File: src/hdl/bft_pkg.sv
`default_nettype none

package bft_pkg;

  localparam logic [1:0] OP_ORIGIN = 2'd0;
  localparam logic [1:0] OP_DRAW   = 2'd1;
  localparam logic [1:0] OP_FONT   = 2'd2;

  localparam logic [1:0] REG_SCREEN_WIDTH  = 2'd0;
  localparam logic [1:0] REG_SCREEN_HEIGHT = 2'd1;
  localparam logic [1:0] REG_TRANS_KEY     = 2'd2;

  localparam logic [7:0] CH_NEWLINE = 8'd10;
  localparam logic [7:0] CH_FIRST   = 8'd32;
  localparam logic [7:0] CH_UNKNOWN = 8'd63;

  localparam int unsigned GLYPH_DIM     = 8;
  localparam int unsigned GLYPH_PIXELS  = GLYPH_DIM * GLYPH_DIM;
  localparam int unsigned PIX_CNT_W     = $clog2(GLYPH_PIXELS);
  localparam int unsigned ROW_SEL_W     = $clog2(GLYPH_DIM);
  localparam int unsigned CHAR_ADVANCE  = 9;
  localparam int unsigned LINE_ADVANCE  = 10;

  localparam int unsigned SIZE_W  = 13;
  localparam int unsigned COLOR_W = 32;
  localparam int unsigned INDEX_W = 24;
  localparam int unsigned POS_W   = 16;

  localparam logic [SIZE_W-1:0]  RST_SCREEN_WIDTH  = 13'd1024;
  localparam logic [SIZE_W-1:0]  RST_SCREEN_HEIGHT = 13'd768;
  localparam logic [COLOR_W-1:0] RST_TRANS_KEY     = 32'h00FF_00FF;

  localparam int unsigned S_TDATA_W = 128;
  localparam int unsigned M_TDATA_W = 96;

  typedef struct packed {
    logic                 valid;
    logic                 last;
    logic [ROW_SEL_W-1:0] col;
  } pix_ctl_t;

endpackage

`default_nettype wire

File: src/hdl/bft_pix.sv
`default_nettype none

module bft_pix
  import bft_pkg::*;
#(
  parameter int unsigned COORD_WIDTH = 16
) (
  input  wire logic                   clk_i,
  input  wire logic                   rst_ni,
  output      logic                   adv_o,
  input  wire pix_ctl_t               iss_i,
  input  wire logic [COORD_WIDTH-1:0] px_i,
  input  wire logic [COORD_WIDTH-1:0] py_i,
  input  wire logic [COLOR_W-1:0]     fg_i,
  input  wire logic [COLOR_W-1:0]     bg_i,
  input  wire logic                   bgv_i,
  input  wire logic [GLYPH_DIM-1:0]   rdata_i,
  input  wire logic [SIZE_W-1:0]      screen_width_i,
  input  wire logic [SIZE_W-1:0]      screen_height_i,
  output      logic                   m_axis_tvalid,
  input  wire logic                   m_axis_tready,
  output      logic [M_TDATA_W-1:0]   m_axis_tdata,  // write_enable, pixel_x, pixel_y,
                                                     // pixel_index, pixel_color
  output      logic                   m_axis_tlast   // last_pixel
);

  localparam int unsigned CW = COORD_WIDTH;

  logic adv;

  pix_ctl_t          s1_ctl_q;
  logic [CW-1:0]     s1_px_q, s1_py_q;
  logic [COLOR_W-1:0] s1_fg_q, s1_bg_q;
  logic              s1_bgv_q;

  logic              s2_valid_q, s2_last_q, s2_set_q, s2_in_q, s2_bgv_q;
  logic [CW-1:0]     s2_px_q, s2_py_q;
  logic [INDEX_W-1:0] s2_prod_q;
  logic [COLOR_W-1:0] s2_fg_q, s2_bg_q;

  logic              out_valid_q, out_last_q, out_we_q;
  logic [POS_W-1:0]  out_x_q, out_y_q;
  logic [INDEX_W-1:0] out_idx_q;
  logic [COLOR_W-1:0] out_color_q;

  logic              s1_set, s1_in, s2_en;
  logic [INDEX_W-1:0] s1_prod;

  assign adv   = !out_valid_q || m_axis_tready;
  assign adv_o = adv;

  always_comb begin
    s1_set  = rdata_i[ROW_SEL_W'(GLYPH_DIM - 1) - s1_ctl_q.col];
    s1_in   = !s1_px_q[CW-1] && !s1_py_q[CW-1] &&
              (s1_px_q < CW'(screen_width_i)) && (s1_py_q < CW'(screen_height_i));
    s1_prod = INDEX_W'(INDEX_W'(s1_py_q) * screen_width_i);
    s2_en   = s2_in_q && (s2_set_q || s2_bgv_q);
  end

  always_ff @(posedge clk_i or negedge rst_ni) begin
    if (!rst_ni) begin
      s1_ctl_q    <= '0;
      s2_valid_q  <= 1'b0;
      out_valid_q <= 1'b0;
    end else if (adv) begin
      s1_ctl_q    <= iss_i;
      s2_valid_q  <= s1_ctl_q.valid;
      out_valid_q <= s2_valid_q;
    end
  end

  always_ff @(posedge clk_i) begin
    if (adv) begin
      s1_px_q  <= px_i;
      s1_py_q  <= py_i;
      s1_fg_q  <= fg_i;
      s1_bg_q  <= bg_i;
      s1_bgv_q <= bgv_i;

      s2_last_q <= s1_ctl_q.last;
      s2_set_q  <= s1_set;
      s2_in_q   <= s1_in;
      s2_bgv_q  <= s1_bgv_q;
      s2_px_q   <= s1_px_q;
      s2_py_q   <= s1_py_q;
      s2_prod_q <= s1_prod;
      s2_fg_q   <= s1_fg_q;
      s2_bg_q   <= s1_bg_q;

      out_last_q  <= s2_last_q;
      out_we_q    <= s2_en;
      out_x_q     <= POS_W'(s2_px_q);
      out_y_q     <= POS_W'(s2_py_q);
      out_idx_q   <= s2_en ? s2_prod_q + INDEX_W'(s2_px_q) : '0;
      out_color_q <= s2_en ? (s2_set_q ? s2_fg_q : s2_bg_q) : '0;
    end
  end

  assign m_axis_tvalid = out_valid_q;
  assign m_axis_tlast  = out_last_q;
  assign m_axis_tdata  = {(M_TDATA_W - 1 - 2*POS_W - INDEX_W - COLOR_W)'(0),
                          out_color_q, out_idx_q, out_y_q, out_x_q, out_we_q};

`ifndef ASSERT_OFF
  a_s1_hold: assert property (@(posedge clk_i) disable iff (!rst_ni)
    !adv |=> $stable(s1_px_q) && $stable(s1_py_q) && $stable(s1_ctl_q))
    else $error("stage one moved during stall");
`endif

endmodule

`default_nettype wire

File: config.mk
export PLATFORM = sky130hd
export DESIGN_NAME = bft_pix
export DESIGN_NICKNAME = d
export VERILOG_FILES = /design/src/hdl/bft_pkg.sv /design/src/hdl/bft_pix.sv
export SDC_FILE = /design/constraint.sdc
export NUM_CORES = 1
export LEC_CHECK = 0
export BUFFER_PORTS_ARGS = -buffer_cell sky130_fd_sc_hd__buf_2
export CORE_MARGIN = 1.5
export CORE_UTILIZATION = 25
export DETAILED_ROUTE_END_ITERATION = 16
export GPL_TIMING_DRIVEN = 0
export MAX_ROUTING_LAYER = met4
export PLACE_DENSITY_LB_ADDON = 0.1
export SETUP_SLACK_MARGIN = 0.1
export SLEW_MARGIN = 30
export SYNTH_ARGS = -nofsm -noshare
export SYNTH_HDL_FRONTEND = slang
export SYNTH_SLANG_ARGS = --single-unit
File: constraint.sdc
create_clock -name clk_i -period 22.1 [get_ports clk_i]
set_input_delay 2.21 -clock clk_i [delete_from_list [all_inputs] [get_ports clk_i]]
set_output_delay 2.21 -clock clk_i [all_outputs]
set_load 0.03 [all_outputs]
* Yosys cells after proc, flatten, opt, wreduce, memory -nomap -nowiden *
Cells that the tools add are included.
Widths: inputs -> output; s select.

storage, ports and cells
  memory bits (read-only) = 0
  latch bits = 0
  logic and storage cells = 43
  memory bits (writable) = 0
  bits of input ports = 139
  flip-flop bits (word level) = 318
  output and inout bits = 99
  memories = 0

cells by class
  bitwise logic cells = 0
  $mul = 1
  shifts and indexed selects = 0
  mux-type cells = 3
  add/subtract/negate cells = 2
  reductions and logical operators = 9
  equality and inequality tests = 0
  div/mod/pow operators = 0
  magnitude comparators = 3

operators by type and width
  cell                 number
  $lt 16x13->1         2
  $mux 32              1
  $add 24x16->24       1
  $mul 16x13->24       1
  $logic_and 1x1->1    4
  $lt 3x4->1 const B   1
  $bmux 1 s3           1
  $logic_not 1->1      3
  $sub 3x3->3 const A  1
  $logic_or 1x1->1     2
  $mux 1               1

* Longest topological paths before layout *
Gate-level depths: netlist of run 1.

  depth after elaboration = 4
  mapped depth = 19
  gate-level depth less buffers = 18

* Worst setup path after synthesis of run 1 *
Ideal clock, no wire load.

  path type = input -> output
  start = input port m_axis_tready
  end = output port adv_o
  slack = 8.755 ns
  required time = 19.890 ns
  arrival = 11.135 ns
  stages = 2
  path buffers = 1
  path through = nand2b_1 clkbuf_1

on the way
  longest elaborated chain between the ends = 1

RTL lines
  item              line           text
  start, declared   bft_pix.sv:21  input wire logic m_axis_tready,
  $logic_or 1x1->1  bft_pix.sv:49  assign adv = !out_valid_q || m_axis_tready;
  end, declared     bft_pix.sv:10  output logic adv_o,

Every way passes these cells.

* Worst setup path in the final report of run 1 *
  start = input port screen_width_i[6]
  end = register s2_prod_q[16], data pin

on the way
  longest elaborated chain between the ends = 1

RTL lines
  item                  line           text
  start, declared       bft_pix.sv:18  input wire logic [SIZE_W-1:0] screen_width_i,
  $mul 16x13->24        bft_pix.sv:56  s1_prod = INDEX_W'(INDEX_W'(s1_py_q) * screen_width_i);
  via s1_prod[16]       bft_pix.sv:47  logic [INDEX_W-1:0] s1_prod;
  end signal, assigned  bft_pix.sv:86  s2_prod_q <= s1_prod;
  end, declared         bft_pix.sv:38  logic [INDEX_W-1:0] s2_prod_q;

The timed path passes the listed nets, and every way through them passes these cells.
A chain may end at the register's enable or synchronous reset.

==> results of run 1 <==
-- synthesized netlist by cell type, types with 5 or more instances --
master | instances | area share [%]
a211oi_1 | 5 | 0.21
a21o_1 | 18 | 0.75
a21oi_1 | 32 | 0.89
and2_1 | 95 | 3.3
buf_4 | 8 | 0.33
clkbuf_1 | 44 | 0.92
dfrtp_1 | 7 | 0.97
edfxtp_1 | 311 | 52
fa_1 | 147 | 16
ha_1 | 93 | 6.5
inv_1 | 222 | 4.6
mux2_2 | 7 | 0.44
mux2i_1 | 34 | 1.9
nand2_1 | 124 | 2.6
nand2b_1 | 8 | 0.28
nand3_1 | 17 | 0.47
nand4_1 | 6 | 0.21
nor2_1 | 59 | 1.2
nor2b_1 | 5 | 0.17
nor3_1 | 12 | 0.33
o211ai_1 | 6 | 0.25
o21a_1 | 7 | 0.29
o21ai_0 | 16 | 0.44
xnor2_1 | 26 | 1.3
xor2_1 | 12 | 0.58
-- sequential cells by signal, indices dropped and copies added, names as in the netlist, 24 cells and up --
register,flops
s1_fg_q,32
out_color_q,32
s1_bg_q,32
s2_bg_q,32
s2_fg_q,32
out_idx_q,24
s2_prod_q,24
-- routing by layer --
layer  wire, um  share of wire [%]
met3       1810                3.9
met4       1400                3.0
met2      23800                 51
met5          0                  0
met1      19600                 42
-- per-stage QoR --
step	setup WS [ns]	hold slack (ns)	cell area (sq um)	util [%]	total power (W)
2_1_floorplan	8.75	0.400	18000	-	0.00246
6_report	14.72	0.416	21700	30.5	0.00352
3_3_place_gp	3.30	0.400	20400	28.5	0.00300
5_1_grt	14.49	0.423	21700	30.5	0.00387
3_5_place_dp	14.20	0.405	20500	28.8	0.00298
4_1_cts	14.75	0.415	21700	30.5	0.00361
-- layout make-up --
| class | instances | share of cell area, % |
|---|---|---|
| Timing Repair Buffer | 234 | 6.08 |
| Buffer | 54 | 1.10 |
| Multi-Input combinational cell | 792 | 34.2 |
| Antenna cell | 3 | 0.0345 |
| Clock inverter | 20 | 0.777 |
| Sequential cell | 318 | 43.7 |
| Clock buffer | 48 | 4.74 |
| Inverter | 222 | 3.83 |
| Tap cell | 950 | 5.47 |
-- report_power, final --
part	total [W]	internal [W]	switching (W)
Combinational	0.00195	0.000779	0.00117
Sequential	0.000968	0.000912	0.0000569
Clock	0.000604	0.000355	0.000249
Total	0.00352	0.00205	0.00147
-- worst register-to-register path, cell delays in order (launching register included) --
cell and delay (ns):
edfxtp_1 0.54, clkbuf_1 0.60, and2_1 0.27, fa_1 0.42
inv_1 0.08, fa_1 0.41, inv_1 0.09, fa_1 0.46
fa_1 0.50, inv_1 0.05, fa_1 0.52, inv_1 0.04
ha_1 0.36, and4_1 0.23, o21ai_1 0.13, a31oi_1 0.22
o21ai_0 0.29, or4b_1 0.48, o311ai_1 0.11
-- logic make-up after synthesis --
group / count (synthesis) / share of synthesized area, %
AO/OA/AOI/OAI: 116 / 4.45
flip-flops: 318 / 52.8
buffers and inverters: 276 / 5.93
other: 1 / 0.0208
XOR/XNOR: 38 / 1.85
AND/OR/NAND/NOR: 348 / 9.52
adder cells (fa/ha/maj): 240 / 22.8
multiplexers: 43 / 2.58
-- worst paths after layout --
kind,depth (start not counted),endpoint
max in group asynchronous,1,s1_ctl_q[0]$_DFFE_PN0P_
min in group asynchronous,1,s1_ctl_q[2]$_DFFE_PN0P_
hold reg to reg,0,out_y_q[5]$_DFFE_PP_
setup reg to reg,18,s2_prod_q[16]$_DFFE_PP_
setup / recovery,18,s2_prod_q[16]$_DFFE_PP_
hold / removal,0,out_y_q[5]$_DFFE_PP_
==> impl.org, run 1 <==
** Worst setup path
- Worst endpoint data arrival time :: ~7.7 ns
- The slowest stage of the critical path belongs to the cell clkbuf_1.
- Of all nets on the critical path, the largest fanout is 10.
- Worst r2r src :: s1_py_q[8]$_DFFE_PP_
- Type of destination of the critical path :: register
- Worst setup path category :: in -> reg
- Critical Path Source Type :: primary input
- Counting stages on the worst path, the most repeated cell is fa_1.
- Req. time, crit path :: about 22 ns
- Setup slack, reg-to-reg :: 16.10 ns
- Top Family by Delay on Critical Path :: adder cells
- First element of the critical path :: screen_width_i[6]
- Together, buffers and inverters on the worst path number 5.
- Worst path cell trace :: clkbuf_1 > clkbuf_1 > nand2_1 > fa_1 > fa_1 > inv_1 > fa_1 > fa_1 > inv_1 > fa_1 > inv_1 > ha_1 > and4_1 > o21ai_1 > a31oi_1 > o21ai_0 > or4b_1 > o311ai_1
- Peak per-stage delay on the critical path :: approximately 0.6 ns

** Drt
- TritonRoute pass-1 iters :: 5
- In this run the remaining antenna-violating nets after routing total 0.
- Post-route DRC :: 0
- The routed layout has 11000 vias.
- Via density per instance :: 4.18
- Average wire per standard cell :: 17.6 um
- Total Wirelength :: 46.6 mm
- In this run, the number of DRC markers left after iteration 0 of detailed routing was 486.

** CTS
- After clock tree synthesis, the clock-pin slew on the worst setup and hold paths is 0.06 ns.
- In this run, post-CTS repair resized a total of 0 instances.
- TritonCTS clock tree :: yes
- The number of clock buffers added by TritonCTS is 39.
- Post-CTS setup buffer count :: 0
- Clock tree sinks :: 318
- The cell sitting at the root of the clock tree is a clkbuf_16.
- Clk Latency, worst-skew pair :: 0.55 ns
- Number of buffers added to fix hold violations after cts :: 0
- Largest buffer count on any clock path :: 3
- H-tree level count :: 2

** Layout
- Synth-to-Final Area Change :: 20.8%
- The finished layout holds 2641 standard cells, fillers aside.
- Net total in the final layout :: between 2000 and 2500
- Fill cells in the final layout number 7383.
- Commonest non-fill, non-tap cells in the layout :: edfxtp_1 (311), buf_2 (229), inv_1 (222)
- The library cell used most frequently in the layout, excluding fill and tap cells, is edfxtp_1.
- Fraction of final layout cells sized beyond drive strength 1 :: between 10% and 20%
- Area occupied by registers :: 9510 sq um
- The multi-input combinational cells in the finished layout cover a total of ~7400 sq um.

** Synthesis
- Summed instance area of the synthesized netlist :: 18000 sq um
- Most common flop cell mapped by yosys :: edfxtp_1
- After synthesis the netlist holds a flip-flop and latch count of 318.
- Number of warnings reported in the yosys synthesis log :: 0
- Synthesis instantiated 56 different standard cells from the library.
- Async set or reset register ratio after synthesis :: 2.20%
- Cell count after synthesis :: 1380
- Averaged over all synthesized cells, the footprint is 13.0 sq um.
- Number of enable flip-flop cells after synthesis :: 311
- After synthesis, flip-flops and latches occupy 52.8% of the total area.

** Placed design
- Placed instance count :: 2570
- RePlAce Congestion :: 0.808
- Detailed placement finished with a half-perimeter wire length of 35.8 mm.
- Buffers added on ports :: around 230

** Timing
- Setup total negative slack on the finished layout was measured at 0 ns.
- Max Clk Rate :: 136 MHz
- The worst path uses 33.4% of the clock period.
- Setup violations remaining at the end of the flow were counted as 0.
- For the pin with the worst max-slew slack, the measured transition is roughly 0.95 ns.
- For the finished layout, the period the worst path requires is 7.38 ns.
- The max-slew violation count came to 0.
- The number of hold-slack violations in the final timing report is 0.
- Headroom to the max-slew limit came out at 36.4%.
- Unrepaired setup endpoints after global routing :: no
- Setup clock skew after layout :: 0.0222 ns

** Floorplan
- Starting density of the core :: 25.2%
- Die ar. :: 73600 sq um
- The die is between 200 and 300 um wide.
- Die Y-Extent :: approximately 270 um
- # IOs :: between 200 and 250
- Site row count :: 98
- CORE AREA :: just over 70000 sq um

** Global route
- In the global route stage, overall resource usage came out at 13.1%.
- The initial antenna violation count was 4.
- The via count of the first global-routing pass came to between 10000 and 15000.
- Entering global routing, the biggest net connects 49 pins.
- Global routing consumed, on the met3 layer, 2.18% of the routing resources.
- Global-route met2 utilization :: between 20% and 30%
- GR peak layer :: met2
- Remaining Overflow, GRT :: 0
- In the global route stage, met1 resource usage came out at 15.8%.
- The first global-routing pass estimated roughly 70 mm of wire.

** Power
- Worst vdd ir :: 0.141 mV
- P_leak :: 9.39 nW
- Power density normalized to cell area :: 162 nW/um^2

** Worst hold path
- Classification of the worst-slack hold path :: reg -> reg
- The startpoint identified for the worst hold timing path is s2_py_q[5]$_DFFE_PP_.

** Run
- Max-cap violations in this run came to 0.

** Run status
- The flow ran to the end, and the final reports show no timing, DRC or antenna violations.
Power figures use the tool's default switching activity.
==> run 2: changes to the inputs <==
Settings changed: ABC_AREA set to 1.
Clock period 22.1 ns to 6.8 ns, I/O delays scaled along.
==> run 2 against run 1 <==
  * Largest cell class unchanged
  * Final cell count up 18%
  * Clock power grew to 3.6 times the previous value
  * Synthesized cell count up 32%
  * Total power grew to 3.6 times the previous value
  * Routed wire length rose by 11%
  * Global-route usage is 0.70 points higher
  * Largest power group unchanged
  * Highest routed layer unchanged
  * Utilization down 0.24 points
  * Worst setup slack lost 14 ns
  * Worst hold slack lost 0.13 ns
  * Clock-buffer cell count decreased by 2
  * Clock skew decreased by 0.0063 ns
  * Die area is 6.0% higher
==> impl.org, run 2 <==
** Placed design
- Buffers added on ports :: 219
- RePlAce Congestion :: around 0.83
- Detailed placement ended at an HPWL of 39.7 mm.

** Power
- Net switching is 46.4% of the power.
- Worst vdd ir :: between 0.3 and 0.4 mV
- Power spread over the standard cell area amounts to 554 nW/um^2.
- Of the total power, the clock network draws 17.1%.
- In this run the static leakage power is between 10 and 15 nW.
- Internal power of the cells :: 0.00681 W
- Combinational logic burns 58.1% of the power.
- For this design the total switching power over the nets is 0.00589 W.
- Share of total power in sequential cells :: 24.8%
- The design draws ~0.013 W.

** Worst setup path
- Worst r2r src :: s1_py_q[8]$_DFFE_PP_
- Across all register-to-register paths, the minimum setup slack is 0.93 ns.
- The critical path starts at screen_width_i[5].
- R2r worst-path depth :: 17
- Capture point of the worst reg-to-reg path :: s2_prod_q[22]$_DFFE_PP_
- STA classifies the critical path endpoint as a register.
- Req. time, crit path :: 7.10 ns
- Worst setup path category :: in -> reg
- STA classifies the critical path startpoint as a primary input.
- Crit-path max FO :: 10
- Worst endpoint data arrival time :: between 6 and 7 ns

** Drt
- Total Wirelength :: ~52 mm
- Overall via count from detail_route :: 12800
- After detailed routing, the number of vias per cell comes to about 4.1.
- Average wire per standard cell :: 16.6 um
- In this run, the number of DRC markers left after iteration 0 of detailed routing was 590.
- After detailed routing, the number of remaining DRC violations is 0.
- The first TritonRoute pass finished after 7 iterations.
- Once detail routing completed, the nets flagged for antenna violations numbered 0.

** Timing
- Final hold vios :: 0
- The worst path uses 86.4% of the clock period.
- Setup clock skew after layout :: 0.0159 ns
- Number of pins exceeding their max-slew limit in the final report :: 0
- Unrepaired setup endpoints after global routing :: no
- Worst slew pin tran :: approximately 0.87 ns
- Setup-violating endpoint count in the final report :: 0
- Worst max-slew margin expressed relative to the limit :: 41.9%
- The worst path needs 5.88 ns of the cycle, external delays included.
- The tightest hold path in the finished design has a slack of slightly below 0.3 ns.
- Static timing analysis puts the maximum clock frequency at 170 MHz.

** CTS
- Clock root cell :: clkbuf_16
- Number of buffers added to fix hold violations after cts :: 1
- After clock tree synthesis, the repair step resized 0 gates.
- Clock slew at the register clock pins of the worst setup and hold paths :: ~0.060 ns
- At the later pin of the worst-skew pair, clock insertion delay measures 0.56 ns.
- The number of setup buffers added after CTS is 0.
- Largest buffer count on any clock path :: 3
- In this run the number of H-tree levels came out at 2.
- The clock net in this run drives a total of 318 sinks.
- Clock buffers created by TritonCTS :: 40
- TritonCTS built the clock tree.

** Floorplan
- Die Y-Extent :: 279 um
- Die ar. :: 78100 sq um
- Starting density of the core :: 25.2%
- In this run the count of I/O pins placed on the die edge is 238.
- The core region is ~76000 sq um.
- Site row count :: 101
- Horizontal die dimension :: 279 um

** Synthesis
- After synthesis, the most frequently instantiated cells are nand2_1 (470), inv_1 (441), edfxtp_1 (311).
- Distinct cells, synth :: 36
- The synthesized netlist occupies a cell area of 19100 sq um.
- By instance count, the leading cell after synthesis is nand2_1.
- The synthesized design spends more area on one cell type than any other, namely edfxtp_1.
- Number of warnings reported in the yosys synthesis log :: 0
- The share of the Yosys chip area taken by registers is 49.8%.
- Top cells by area in the synthesized netlist :: edfxtp_1 (49%), fa_1 (15%), nand2_1 (9.2%)
- The average instance in the mapped netlist occupies 10.5 sq um.
- Synthesis inferred 318 register bits.
- Counting flops with an async set or reset pin after synthesis yields a share of 2.20%.
- Most common flop cell mapped by yosys :: edfxtp_1
- The cell count after synthesis came out at between 1500 and 2000.
- Top-area cell type share of the netlist area :: 48.9%
- Number of enable flip-flop cells after synthesis :: 311

** Layout
- Commonest non-fill, non-tap cells in the layout :: nand2_1 (470), inv_1 (441), edfxtp_1 (311)
- Synth-to-Final Area Change :: 20.0%
- The library cell used most frequently in the layout, excluding fill and tap cells, is nand2_1.
- The net count of the finished layout is roughly 2500.
- The post-route netlist has between 10% and 20% of its cells at a drive strength greater than 1.

** Global route
- First-pass GRT wire length :: roughly 79 mm
- Overall track demand over capacity in global routing :: 13.8%
- The initial antenna violation count came to 3.
- Pin count of the biggest net entering global routing :: 84
- The via count of the first global-routing pass is 13600.
- The total overflow left after global routing is 0.

** Run
- Max-cap violations in this run came to 0.

** Worst hold path
- Counting instances, the worst hold path has a depth of 1.
- Start point of the worst min-delay path :: py_i[4]
- The worst hold path belongs to the class in -> reg.
- The path with the worst hold slack has its endpoint at s1_py_q[4]$_DFFE_PP_.

** Run status
- The flow ran to the end, and the final reports show no timing, DRC or antenna violations.
==> run 2: changes by cell type in the layout (fill, tap and decap cells not counted), sizes merged, moves of 8 or more <==
cell and change:
and2 -94, xnor2 -22, nand3 +20, inv +223, mux2 +28, nor2 +21
a21o -16, nand2 +353, mux2i -34, nand2b -8, a21oi +20
==> run 2: logic make-up after synthesis <==
| group | count (synthesis) | synth area share [%] |
|---|---|---|
| DFF | 318 | 49.8 |
| muxes | 35 | 2.06 |
| AOI/OAI and AO/OA | 91 | 2.68 |
| and+or+nand+nor | 627 | 13.1 |
| adders and majority gates | 240 | 21.5 |
| buffers and inverters | 502 | 10.2 |
| xor gates and xnor gates | 13 | 0.596 |
| other | 1 | 0.0196 |
==> run 2: worst max-delay path by stage <==
stage and end:
2_1_floorplan s1_ctl_q[1]$_DFFE_PN0P_, 3_3_place_gp adv_o, 3_5_place_dp s2_prod_q[22]$_DFFE_PP_, 4_1_cts s2_prod_q[22]$_DFFE_PP_
5_1_grt s2_prod_q[22]$_DFFE_PP_, 6_report s2_prod_q[22]$_DFFE_PP_
==> run 2: power by group through the flow <==
stage,sequential [W],clock [W],combinational (W)
finish,0.00314,0.00217,0.00738
global route,0.00320,0.00234,0.00853
CTS,0.00316,0.00226,0.00757
detailed placement,0.00320,0,0.00753
global placement,0.00329,0,0.00751
floorplan,0.00346,0,0.00501
==> run 2: layout make-up <==
type / count / area, sq um
diodes: 2 / 5.00
plain buffers: 60 / 293
clock buffers: 46 / 1040
clock inverters: 26 / 304
fillers: 7969 / 52900
inverters: 442 / 1660
multi-input cells: 1013 / 7660
flip-flops and latches: 318 / 9510
well taps: 978 / 1220
repair buffers: 224 / 1220
==> run 2: critical path, stage by stage <==
cell	delay (ns)
clkbuf_1	0.50
clkbuf_1	0.61
nand2_1	0.16
fa_1	0.57
fa_1	0.46
fa_1	0.54
inv_1	0.05
fa_1	0.52
inv_1	0.07
fa_1	0.56
inv_1	0.05
ha_1	0.35
nand2_1	0.11
nor2_1	0.26
nand4_1	0.17
nand3b_1	0.28
nand4_1	0.15
nand2_1	0.07
==> run 2: stage by stage <==
stage               setup slack [ns]  utilization [%]  instance area, sq um  TNS [ns]  instances
floorplan                       1.13                -                 19100         0       1833
global placement               -1.54             28.3                 21400   -159.89       3030
detailed placement             0.348             28.4                 21600         0       3034
CTS                            0.895             30.2                 22900         0       3107
global route                   0.550             30.2                 22900         0       3109
finish                         0.921             30.2                 22900         0       3109
==> run 2: per-layer routing <==
layer,up-vias,wire length [um],global-route usage [%]
met2,248,25600,23.5
met3,72,2540,2.68
met1,6240,21900,16.4
li1,6204,-,-
met5,-,0,-
met4,0,1470,4.34
